## src/ctpf_pkg.sv

```systemverilog
// ----------------------------------------------------------------------------
// ctpf_pkg: shared types, constants and CRC helpers for the pack framer
// Pack layout, payload buffer type and the byte-wise CRC-16 step.
// ----------------------------------------------------------------------------
`default_nettype none

package ctpf_pkg;

  localparam int unsigned PayloadBytes = 12;
  localparam int unsigned HeaderBytes  = 4;
  localparam int unsigned PackBytes    = HeaderBytes + PayloadBytes;
  localparam int unsigned MaxBlocks    = 8;
  localparam int unsigned CrcStages    = 4;
  localparam int unsigned StageBytes   = PackBytes / CrcStages;

  localparam logic [7:0]  SizeinfoType = 8'h8F;
  localparam logic [15:0] CrcPoly      = 16'h1021;
  localparam logic [3:0]  PosMax       = 4'd15;

  // byte 0 sits in the most significant position
  typedef logic [0:PayloadBytes-1][7:0] payload_t;

  typedef struct packed {
    logic [7:0] ptype;
    logic [7:0] track;
    logic [7:0] seq;
    logic [6:0] bpos;
    payload_t   payload;
  } pack_t;

  // MSB-first CRC-16 update by one byte
  function automatic logic [15:0] crc_byte(input logic [15:0] crc_in, input logic [7:0] b);
    logic [15:0] c;
    c = crc_in ^ {b, 8'h00};
    for (int k = 0; k < 8; k++) begin
      if (c[15]) begin
        c = {c[14:0], 1'b0} ^ CrcPoly;
      end else begin
        c = {c[14:0], 1'b0};
      end
    end
    return c;
  endfunction

  // byte idx of the 16-byte header+payload sequence
  function automatic logic [7:0] pack_byte(input pack_t p, input logic [3:0] idx);
    logic [7:0] b;
    case (idx)
      4'd0:    b = p.ptype;
      4'd1:    b = p.track;
      4'd2:    b = p.seq;
      4'd3:    b = {1'b0, p.bpos};
      default: b = p.payload[4'(idx - 4'(HeaderBytes))];
    endcase
    return b;
  endfunction

endpackage

`default_nettype wire

```

## src/ctpf_if.sv

```systemverilog
// ----------------------------------------------------------------------------
// ctpf_in_if / ctpf_out_if: valid/ready channels of the pack framer
// Text byte request channel and framed pack result channel.
// ----------------------------------------------------------------------------
`default_nettype none

interface ctpf_in_if;
  logic       valid;
  logic       ready;
  logic       opcode;
  logic [7:0] text_byte;
  logic [7:0] txt_type;
  logic [6:0] txt_track;
  logic [2:0] txt_block;
  logic       string_start;

  modport source (
    output valid, opcode, text_byte, txt_type, txt_track, txt_block, string_start,
    input  ready
  );
  modport sink (
    input  valid, opcode, text_byte, txt_type, txt_track, txt_block, string_start,
    output ready
  );
endinterface

interface ctpf_out_if;
  logic        valid;
  logic        ready;
  logic [7:0]  out_type;
  logic [7:0]  out_track;
  logic [7:0]  out_sequence;
  logic [6:0]  out_block_position;
  logic [47:0] payload_front;
  logic [47:0] payload_back;
  logic [15:0] pack_crc;

  modport source (
    output valid, out_type, out_track, out_sequence, out_block_position,
           payload_front, payload_back, pack_crc,
    input  ready
  );
  modport sink (
    input  valid, out_type, out_track, out_sequence, out_block_position,
           payload_front, payload_back, pack_crc,
    output ready
  );
endinterface

`default_nettype wire

```

## src/cd_text_pack_framer.sv

```systemverilog
// ----------------------------------------------------------------------------
// cd_text_pack_framer: CD-TEXT pack framer
// Usage:
//   txt_i carries one request per text byte (opcode 0) or a flush (opcode 1)
//   with its pack type, track, block and string-start mark. pack_o carries
//   one 18-byte pack per result: four header bytes, twelve payload bytes
//   and the inverted CRC-16.
//   A request is taken in every cycle while the output is free or being
//   taken; one request per clock is the sustained rate.
//   A pack is registered at the edge that accepts the request completing
//   it (full, type or block change, flush) and then passes four CRC stages
//   of four bytes each before it shows on pack_o.
//   Up to five packs may be in flight.
//   When pack_o stalls, the pipeline and txt_i.ready hold together; no
//   request is taken and nothing is lost.
//   Reset clears the open pack, fill count, string position and the
//   per-block sequence and size-info counters; the pipeline is emptied.
//   Bytes with a block number at or beyond BLOCK_COUNT are dropped.
// ----------------------------------------------------------------------------
`default_nettype none

module cd_text_pack_framer import ctpf_pkg::*; #(
  parameter int unsigned BLOCK_COUNT = 8
) (
  input  logic        clk_i,
  input  logic        rst_ni,
  ctpf_in_if.sink     txt_i,
  ctpf_out_if.source  pack_o
);

  localparam int unsigned BlkIdxW = (BLOCK_COUNT > 1) ? $clog2(BLOCK_COUNT) : 1;
  localparam int unsigned LastStg = CrcStages;

  // framer state
  logic             open_q, open_d;
  logic [3:0]       fill_q, fill_d;
  logic [3:0]       spos_q, spos_d;
  logic [7:0]       hdr_type_q, hdr_type_d;
  logic [7:0]       hdr_track_q, hdr_track_d;
  logic [7:0]       hdr_seq_q, hdr_seq_d;
  logic [6:0]       hdr_bpos_q, hdr_bpos_d;
  payload_t         pay_q, pay_d;
  logic [7:0]       blk_seq_q [BLOCK_COUNT];
  logic [7:0]       blk_seq_d [BLOCK_COUNT];
  logic [7:0]       blk_si_q  [BLOCK_COUNT];
  logic [7:0]       blk_si_d  [BLOCK_COUNT];

  // CRC pipeline
  logic             stg_vld_q  [CrcStages+1];
  logic             stg_vld_d  [CrcStages+1];
  pack_t            stg_pack_q [CrcStages+1];
  pack_t            stg_pack_d [CrcStages+1];
  logic [15:0]      stg_crc_q  [CrcStages+1];
  logic [15:0]      stg_crc_d  [CrcStages+1];

  logic             advance;
  logic             accept;
  logic             emit;
  pack_t            emit_pack;
  logic             blk_ok;
  logic [BlkIdxW-1:0] blk_idx;

  assign advance     = !stg_vld_q[LastStg] || pack_o.ready;
  assign txt_i.ready = advance;
  assign accept      = txt_i.valid && advance;
  assign blk_ok      = {1'b0, txt_i.txt_block} < 4'(BLOCK_COUNT);
  assign blk_idx     = txt_i.txt_block[BlkIdxW-1:0];

  always_comb begin
    logic       change;
    logic [3:0] sp;
    logic [3:0] fill_v;
    payload_t   pay_v;

    open_d      = open_q;
    fill_d      = fill_q;
    spos_d      = spos_q;
    hdr_type_d  = hdr_type_q;
    hdr_track_d = hdr_track_q;
    hdr_seq_d   = hdr_seq_q;
    hdr_bpos_d  = hdr_bpos_q;
    pay_d       = pay_q;
    blk_seq_d   = blk_seq_q;
    blk_si_d    = blk_si_q;
    emit        = 1'b0;
    emit_pack   = '{ptype: hdr_type_q, track: hdr_track_q, seq: hdr_seq_q,
                    bpos: hdr_bpos_q, payload: pay_q};
    change      = 1'b0;
    sp          = spos_q;
    fill_v      = fill_q;
    pay_v       = pay_q;

    if (accept) begin
      if (txt_i.opcode) begin
        if (open_q) begin
          emit   = 1'b1;
          open_d = 1'b0;
          fill_d = '0;
        end
      end else if (blk_ok) begin
        sp     = txt_i.string_start ? 4'd0 : spos_q;
        change = open_q && (txt_i.txt_type != hdr_type_q ||
                            hdr_bpos_q[6:4] != txt_i.txt_block);
        // old pack leaves before the new byte opens its own
        if (change) begin
          emit = 1'b1;
        end
        if (!open_q || change) begin
          pay_v              = '0;
          fill_v             = '0;
          hdr_type_d         = txt_i.txt_type;
          hdr_seq_d          = blk_seq_q[blk_idx];
          blk_seq_d[blk_idx] = blk_seq_q[blk_idx] + 8'd1;
          if (txt_i.txt_type == SizeinfoType) begin
            hdr_track_d       = blk_si_q[blk_idx];
            blk_si_d[blk_idx] = blk_si_q[blk_idx] + 8'd1;
            hdr_bpos_d        = {txt_i.txt_block, 4'd0};
          end else begin
            hdr_track_d = {1'b0, txt_i.txt_track};
            hdr_bpos_d  = {txt_i.txt_block, sp};
          end
          open_d = 1'b1;
        end
        pay_v[fill_v] = txt_i.text_byte;
        fill_v        = fill_v + 4'd1;
        spos_d        = (sp == PosMax) ? sp : sp + 4'd1;
        if (fill_v == 4'(PayloadBytes) && !change) begin
          emit      = 1'b1;
          emit_pack = '{ptype: hdr_type_q, track: hdr_track_q, seq: hdr_seq_q,
                        bpos: hdr_bpos_q, payload: pay_v};
          open_d    = 1'b0;
          fill_v    = '0;
        end
        pay_d  = pay_v;
        fill_d = fill_v;
      end
    end
  end

  always_ff @(posedge clk_i or negedge rst_ni) begin
    if (!rst_ni) begin
      open_q      <= 1'b0;
      fill_q      <= '0;
      spos_q      <= '0;
      hdr_type_q  <= '0;
      hdr_track_q <= '0;
      hdr_seq_q   <= '0;
      hdr_bpos_q  <= '0;
      for (int i = 0; i < BLOCK_COUNT; i++) begin
        blk_seq_q[i] <= '0;
        blk_si_q[i]  <= '0;
      end
    end else begin
      open_q      <= open_d;
      fill_q      <= fill_d;
      spos_q      <= spos_d;
      hdr_type_q  <= hdr_type_d;
      hdr_track_q <= hdr_track_d;
      hdr_seq_q   <= hdr_seq_d;
      hdr_bpos_q  <= hdr_bpos_d;
      blk_seq_q   <= blk_seq_d;
      blk_si_q    <= blk_si_d;
    end
  end

  // payload bytes are cleared when a pack opens
  always_ff @(posedge clk_i) begin
    pay_q <= pay_d;
  end

  // each stage folds four bytes into the running CRC
  always_comb begin
    logic [15:0] c;
    stg_vld_d[0]  = emit;
    stg_pack_d[0] = emit_pack;
    stg_crc_d[0]  = '0;
    for (int k = 0; k < CrcStages; k++) begin
      c = stg_crc_q[k];
      for (int j = 0; j < StageBytes; j++) begin
        c = crc_byte(c, pack_byte(stg_pack_q[k], 4'(k * StageBytes + j)));
      end
      stg_vld_d[k+1]  = stg_vld_q[k];
      stg_pack_d[k+1] = stg_pack_q[k];
      stg_crc_d[k+1]  = c;
    end
  end

  always_ff @(posedge clk_i or negedge rst_ni) begin
    if (!rst_ni) begin
      for (int k = 0; k <= CrcStages; k++) begin
        stg_vld_q[k] <= 1'b0;
      end
    end else if (advance) begin
      stg_vld_q <= stg_vld_d;
    end
  end

  always_ff @(posedge clk_i) begin
    if (advance) begin
      stg_pack_q <= stg_pack_d;
      stg_crc_q  <= stg_crc_d;
    end
  end

  assign pack_o.valid              = stg_vld_q[LastStg];
  assign pack_o.out_type           = stg_pack_q[LastStg].ptype;
  assign pack_o.out_track          = stg_pack_q[LastStg].track;
  assign pack_o.out_sequence       = stg_pack_q[LastStg].seq;
  assign pack_o.out_block_position = stg_pack_q[LastStg].bpos;
  assign pack_o.payload_front      = stg_pack_q[LastStg].payload[0:5];
  assign pack_o.payload_back       = stg_pack_q[LastStg].payload[6:11];
  assign pack_o.pack_crc           = ~stg_crc_q[LastStg];

endmodule

`default_nettype wire

```

## src/flat_wrapper.sv

```systemverilog
// flat-port wrapper written by rule: the top's interface ports become plain ports
module cd_text_pack_framer_flat import ctpf_pkg::*;
#(
  parameter int unsigned BLOCK_COUNT = 8
)
  (clk_i, rst_ni, txt_i_valid, txt_i_opcode, txt_i_text_byte, txt_i_txt_type, txt_i_txt_track, txt_i_txt_block, txt_i_string_start, txt_i_ready, pack_o_valid, pack_o_out_type, pack_o_out_track, pack_o_out_sequence, pack_o_out_block_position, pack_o_payload_front, pack_o_payload_back, pack_o_pack_crc, pack_o_ready);
  ctpf_in_if txt_i_i ();
  ctpf_out_if pack_o_i ();
  input  logic clk_i;
  input  logic rst_ni;
  input wire logic [$bits(txt_i_i.valid)-1:0] txt_i_valid;
  input wire logic [$bits(txt_i_i.opcode)-1:0] txt_i_opcode;
  input wire logic [$bits(txt_i_i.text_byte)-1:0] txt_i_text_byte;
  input wire logic [$bits(txt_i_i.txt_type)-1:0] txt_i_txt_type;
  input wire logic [$bits(txt_i_i.txt_track)-1:0] txt_i_txt_track;
  input wire logic [$bits(txt_i_i.txt_block)-1:0] txt_i_txt_block;
  input wire logic [$bits(txt_i_i.string_start)-1:0] txt_i_string_start;
  output wire logic [$bits(txt_i_i.ready)-1:0] txt_i_ready;
  output wire logic [$bits(pack_o_i.valid)-1:0] pack_o_valid;
  output wire logic [$bits(pack_o_i.out_type)-1:0] pack_o_out_type;
  output wire logic [$bits(pack_o_i.out_track)-1:0] pack_o_out_track;
  output wire logic [$bits(pack_o_i.out_sequence)-1:0] pack_o_out_sequence;
  output wire logic [$bits(pack_o_i.out_block_position)-1:0] pack_o_out_block_position;
  output wire logic [$bits(pack_o_i.payload_front)-1:0] pack_o_payload_front;
  output wire logic [$bits(pack_o_i.payload_back)-1:0] pack_o_payload_back;
  output wire logic [$bits(pack_o_i.pack_crc)-1:0] pack_o_pack_crc;
  input wire logic [$bits(pack_o_i.ready)-1:0] pack_o_ready;
  assign txt_i_i.valid = txt_i_valid;
  assign txt_i_i.opcode = txt_i_opcode;
  assign txt_i_i.text_byte = txt_i_text_byte;
  assign txt_i_i.txt_type = txt_i_txt_type;
  assign txt_i_i.txt_track = txt_i_txt_track;
  assign txt_i_i.txt_block = txt_i_txt_block;
  assign txt_i_i.string_start = txt_i_string_start;
  assign txt_i_ready = txt_i_i.ready;
  assign pack_o_valid = pack_o_i.valid;
  assign pack_o_out_type = pack_o_i.out_type;
  assign pack_o_out_track = pack_o_i.out_track;
  assign pack_o_out_sequence = pack_o_i.out_sequence;
  assign pack_o_out_block_position = pack_o_i.out_block_position;
  assign pack_o_payload_front = pack_o_i.payload_front;
  assign pack_o_payload_back = pack_o_i.payload_back;
  assign pack_o_pack_crc = pack_o_i.pack_crc;
  assign pack_o_i.ready = pack_o_ready;
  cd_text_pack_framer #(.BLOCK_COUNT(BLOCK_COUNT)) u_core (.clk_i(clk_i), .rst_ni(rst_ni), .txt_i(txt_i_i), .pack_o(pack_o_i));
endmodule
```

## config.mk

```make
export PLATFORM = sky130hd
export DESIGN_NAME = cd_text_pack_framer_flat
export DESIGN_NICKNAME = d
export VERILOG_FILES = /design/src/ctpf_pkg.sv /design/src/ctpf_if.sv /design/src/cd_text_pack_framer.sv /design/src/flat_wrapper.sv
export SDC_FILE = /design/constraint.sdc
export NUM_CORES = 1
export LEC_CHECK = 0
export CORE_MARGIN = 3
export CORE_UTILIZATION = 61
export CTS_BUF_LIST = sky130_fd_sc_hd__clkbuf_16
export DETAILED_ROUTE_END_ITERATION = 7
export DONT_BUFFER_PORTS = 1
export GPL_TIMING_DRIVEN = 1
export PLACE_DENSITY = 0.77
export SLEW_MARGIN = 20
export SYNTH_ARGS = -nofsm -noshare
export SYNTH_HDL_FRONTEND = slang
export SYNTH_SLANG_ARGS = --single-unit
```

## constraint.sdc

```tcl
create_clock -name clk_i -period 18.6 [get_ports clk_i]
set_clock_uncertainty 0.2 [all_clocks]
set_input_delay 1.86 -clock clk_i [delete_from_list [all_inputs] [get_ports clk_i]]
set_output_delay 1.86 -clock clk_i [all_outputs]
set_load 0.02 [all_outputs]
```

==> key figures <==
Global route
  • Vias in the first global route: approximately 18,000
  • Largest net degree at the start of global routing: about 170
  • Busiest grt layer: met2
  • Initial antenna violation count: 4
  • First-pass GRT wire length: about 100,000 um
  • Gr usage total: 0.2067
  • Overflow after GRT: 0
  • Met1 usage: 0.2869
  • Met2 Use GR: 0.3288
  • Met3 GRT Util: 0.04753

Logic synthesis
  • Sequential-to-total area share from yosys stat: 0.7436
  • Adder-cell share of the synthesized area: 0.001980
  • Area leader, netlist: edfxtp_1
  • Synth Area in Compound Gates: 0.03029
  • XOR/XNOR share of the synthesized area: 0.1081
  • Avg Synthesized Cell Area: roughly 17 sq um
  • Synth warnings: 0
  • Main combinational cell family by area after synthesis: XOR/XNOR gates
  • Area contributors post-synth: edfxtp_1 (63%), dfrtp_1 (11%), xnor2_1 (6.6%)
  • Synthesized flop and latch total: slightly below 1,000
  • Yosys top cell area share: 0.6295
  • Post-synth ARST share: 0.1787
  • Syn_nets: 2,289
  • Mux share of post-synthesis cell area: 0.06087
  • Post-synth EDFFs: 795
  • Post-Synthesis Cell Area: between 0.03 and 0.04 sq mm
  • Synth Area in Simple Gates: 0.03573
  • Synth cell types: between 50 and 60
  • Ys flop type: edfxtp_1
  • Gate Count Post-Synth: approximately 2,300

Floorplanning
  • Initial Util: 0.6225
  • I/O Pins: around 180
  • Chip height: around 260 um
  • Die ar.: around 0.065 sq mm
  • Die W: between 200 and 300 um
  • CORE AREA: roughly 0.061 sq mm
  • Cell Rows: 90

Clock network
  • CTS tree: built
  • Post-CTS setup buffers: 0
  • CTS root buf: clkbuf_16
  • Post-CTS Hold Buffers: 0
  • CTS Sinks: 968
  • Clock Latency Late Sink: between 0.6 and 0.7 ns
  • Number of CTS-inserted buffers: 90
  • Worst-path clk slew: approximately 0.06 ns
  • Resized Gates After CTS: 0
  • CTS H-tree lvls: 3
  • Max clock buf depth: 3

Critical path
  • Crit end category: register
  • CP Class: input port to register
  • Reg-to-reg startpoint: u_core.pack_o.valid
  • Crit Path Max Fanout: 95
  • Worst path arrival time: approximately 5.1 ns
  • Critical path required time: between 15 and 20 ns
  • Worst setup SP type: input port
  • Crit. Startpoint: pack_o_ready

Timing
  • Slew of the pin with the lowest slew margin: around 1.1 ns
  • RSZ-0062 raised after global routing: no
  • Pins Over Slew Limit: 0
  • Slew headroom: 0.2839
  • Setup ws final: about 14 ns
  • Final Setup Violations: 0
  • Final Hold Fails: 0
  • Period utilization: 0.2707
  • Max Freq: 198.6 MHz
  • Crit path time final: 5.036 ns
  • Final setup TNS: 0 ns

Place
  • Placement Setup Slack: 12.54 ns
  • # port buffers: 0
  • HPWL after DPL: roughly 44,000 um
  • Placed insts: between 2,000 and 3,000
  • Cell Area, Placed: 0.03855 sq mm
  • RePlAce Congestion: approximately 0.85

Detailed routing
  • Vias/cell: roughly 5.6
  • Iteration-0 DRC Markers: 1,588
  • Antenna Nets Post-Route: 0
  • WL/cell: around 22 um
  • 1st-pass router iterations: 7
  • Vias: between 15,000 and 20,000
  • Total Wirelength: about 67,000 um
  • Remaining DRCs: 0

Layout
  • Fin nets: 2,263
  • Leading cell type in the layout, fill and taps excluded: edfxtp_1
  • Share of cells above drive strength 1: 0.1618
  • ANT cells: 0
  • Most frequent cells in the layout: edfxtp_1 (795), xnor2_1 (287), dfrtp_1 (173)
  • Non-filler instance count after layout: 3,127
  • Syn-to-layout area delta: 9.327%
  • Final Instance Area: slightly above 0.04 sq mm

Min path
  • Hold Path Origin: u_core.stg_pack_d[237]
  • Hold Crit Class: register to register

Run
  • Maxcap violations: 0

Run status
  • Status: complete, no violations
-- routing by layer --
layer / up-vias / routed length (um)
met4: 6 / 1609
met1: 8894 / 28930
met5: - / 47
met3: 133 / 4411
met2: 549 / 32330
li1: 8082 / -
-- cell usage after synthesis (7+ instances only) --
library cell and n:
xnor2_1 287, xnor3_1 11, nor2_1 18, mux2_2 171, inv_1 48, a221oi_1 10
nand3_1 78, xnor2_2 26, nand2_1 153, o21ai_0 116, mux2i_1 18, buf_2 11
a22oi_1 9, nor3_1 7, a21oi_1 29, a22o_1 7, mux4_2 9, edfxtp_1 795
clkbuf_1 113, xnor2_4 7, xor2_1 64, dfrtp_1 173
-- worst paths after layout --
check / slack [ns] / endpoint / cells past startpoint
setup / recovery: 13.56 / u_core.stg_pack_d[64] / 5
hold / removal: 0.21 / u_core.stg_pack_d[110] / 0
setup reg to reg: 14.28 / u_core.stg_pack_d[64] / 5
hold reg to reg: 0.21 / u_core.stg_pack_d[110] / 0
max in group asynchronous: 17.25 / u_core.fill_q[2] / 0
min in group asynchronous: 0.72 / u_core.blk_si_q[27] / 0
-- area by class of cell --
class                   instances  area [sq um]
well taps                     828          1036
clock inverters                74         576.8
inverters                      49         185.2
clock buffers                  92          2302
repair buffers                 17         141.4
fillers                      3837         19460
multi-input cells            1099          9017
flip-flops and latches        968         28200
-- registers in the layout (all words and copies together), names as in the netlist, 48 cells and up --
signal and count:
u_core.stg_pack_d 508, u_core.pay_q 96, u_core.blk_seq_q 64, u_core.blk_si_q 64
u_core.stg_crc_q 64, u_core.pack_o.payload_back 48, u_core.pack_o.payload_front 48
-- metrics by stage --
stage / hold WS, ns / utilization
floorplan: 0.2003 / -
global placement: 0.2010 / 0.6327
detailed placement: 0.2045 / 0.6327
CTS: 0.2038 / 0.6800
global route: 0.2179 / 0.6806
finish: 0.2092 / 0.6806
-- worst max-delay path: stages --
cell      delay, ns
nand2b_4       0.40
buf_4          0.42
buf_4          0.80
buf_6          0.68
buf_4          0.79
-- cell families (layout without fill, tap and decap cells) --
group	count (synthesis)	after routing
simple gates	296	296
fa+ha+maj	6	6
mux	198	198
buf+inv	184	232
compound gates	197	197
flops	968	968
xor+xnor	402	402
Power is left out: the tool's default activity adds up to more than one toggle a clock period on the data nets, which glitch-free logic cannot reach.
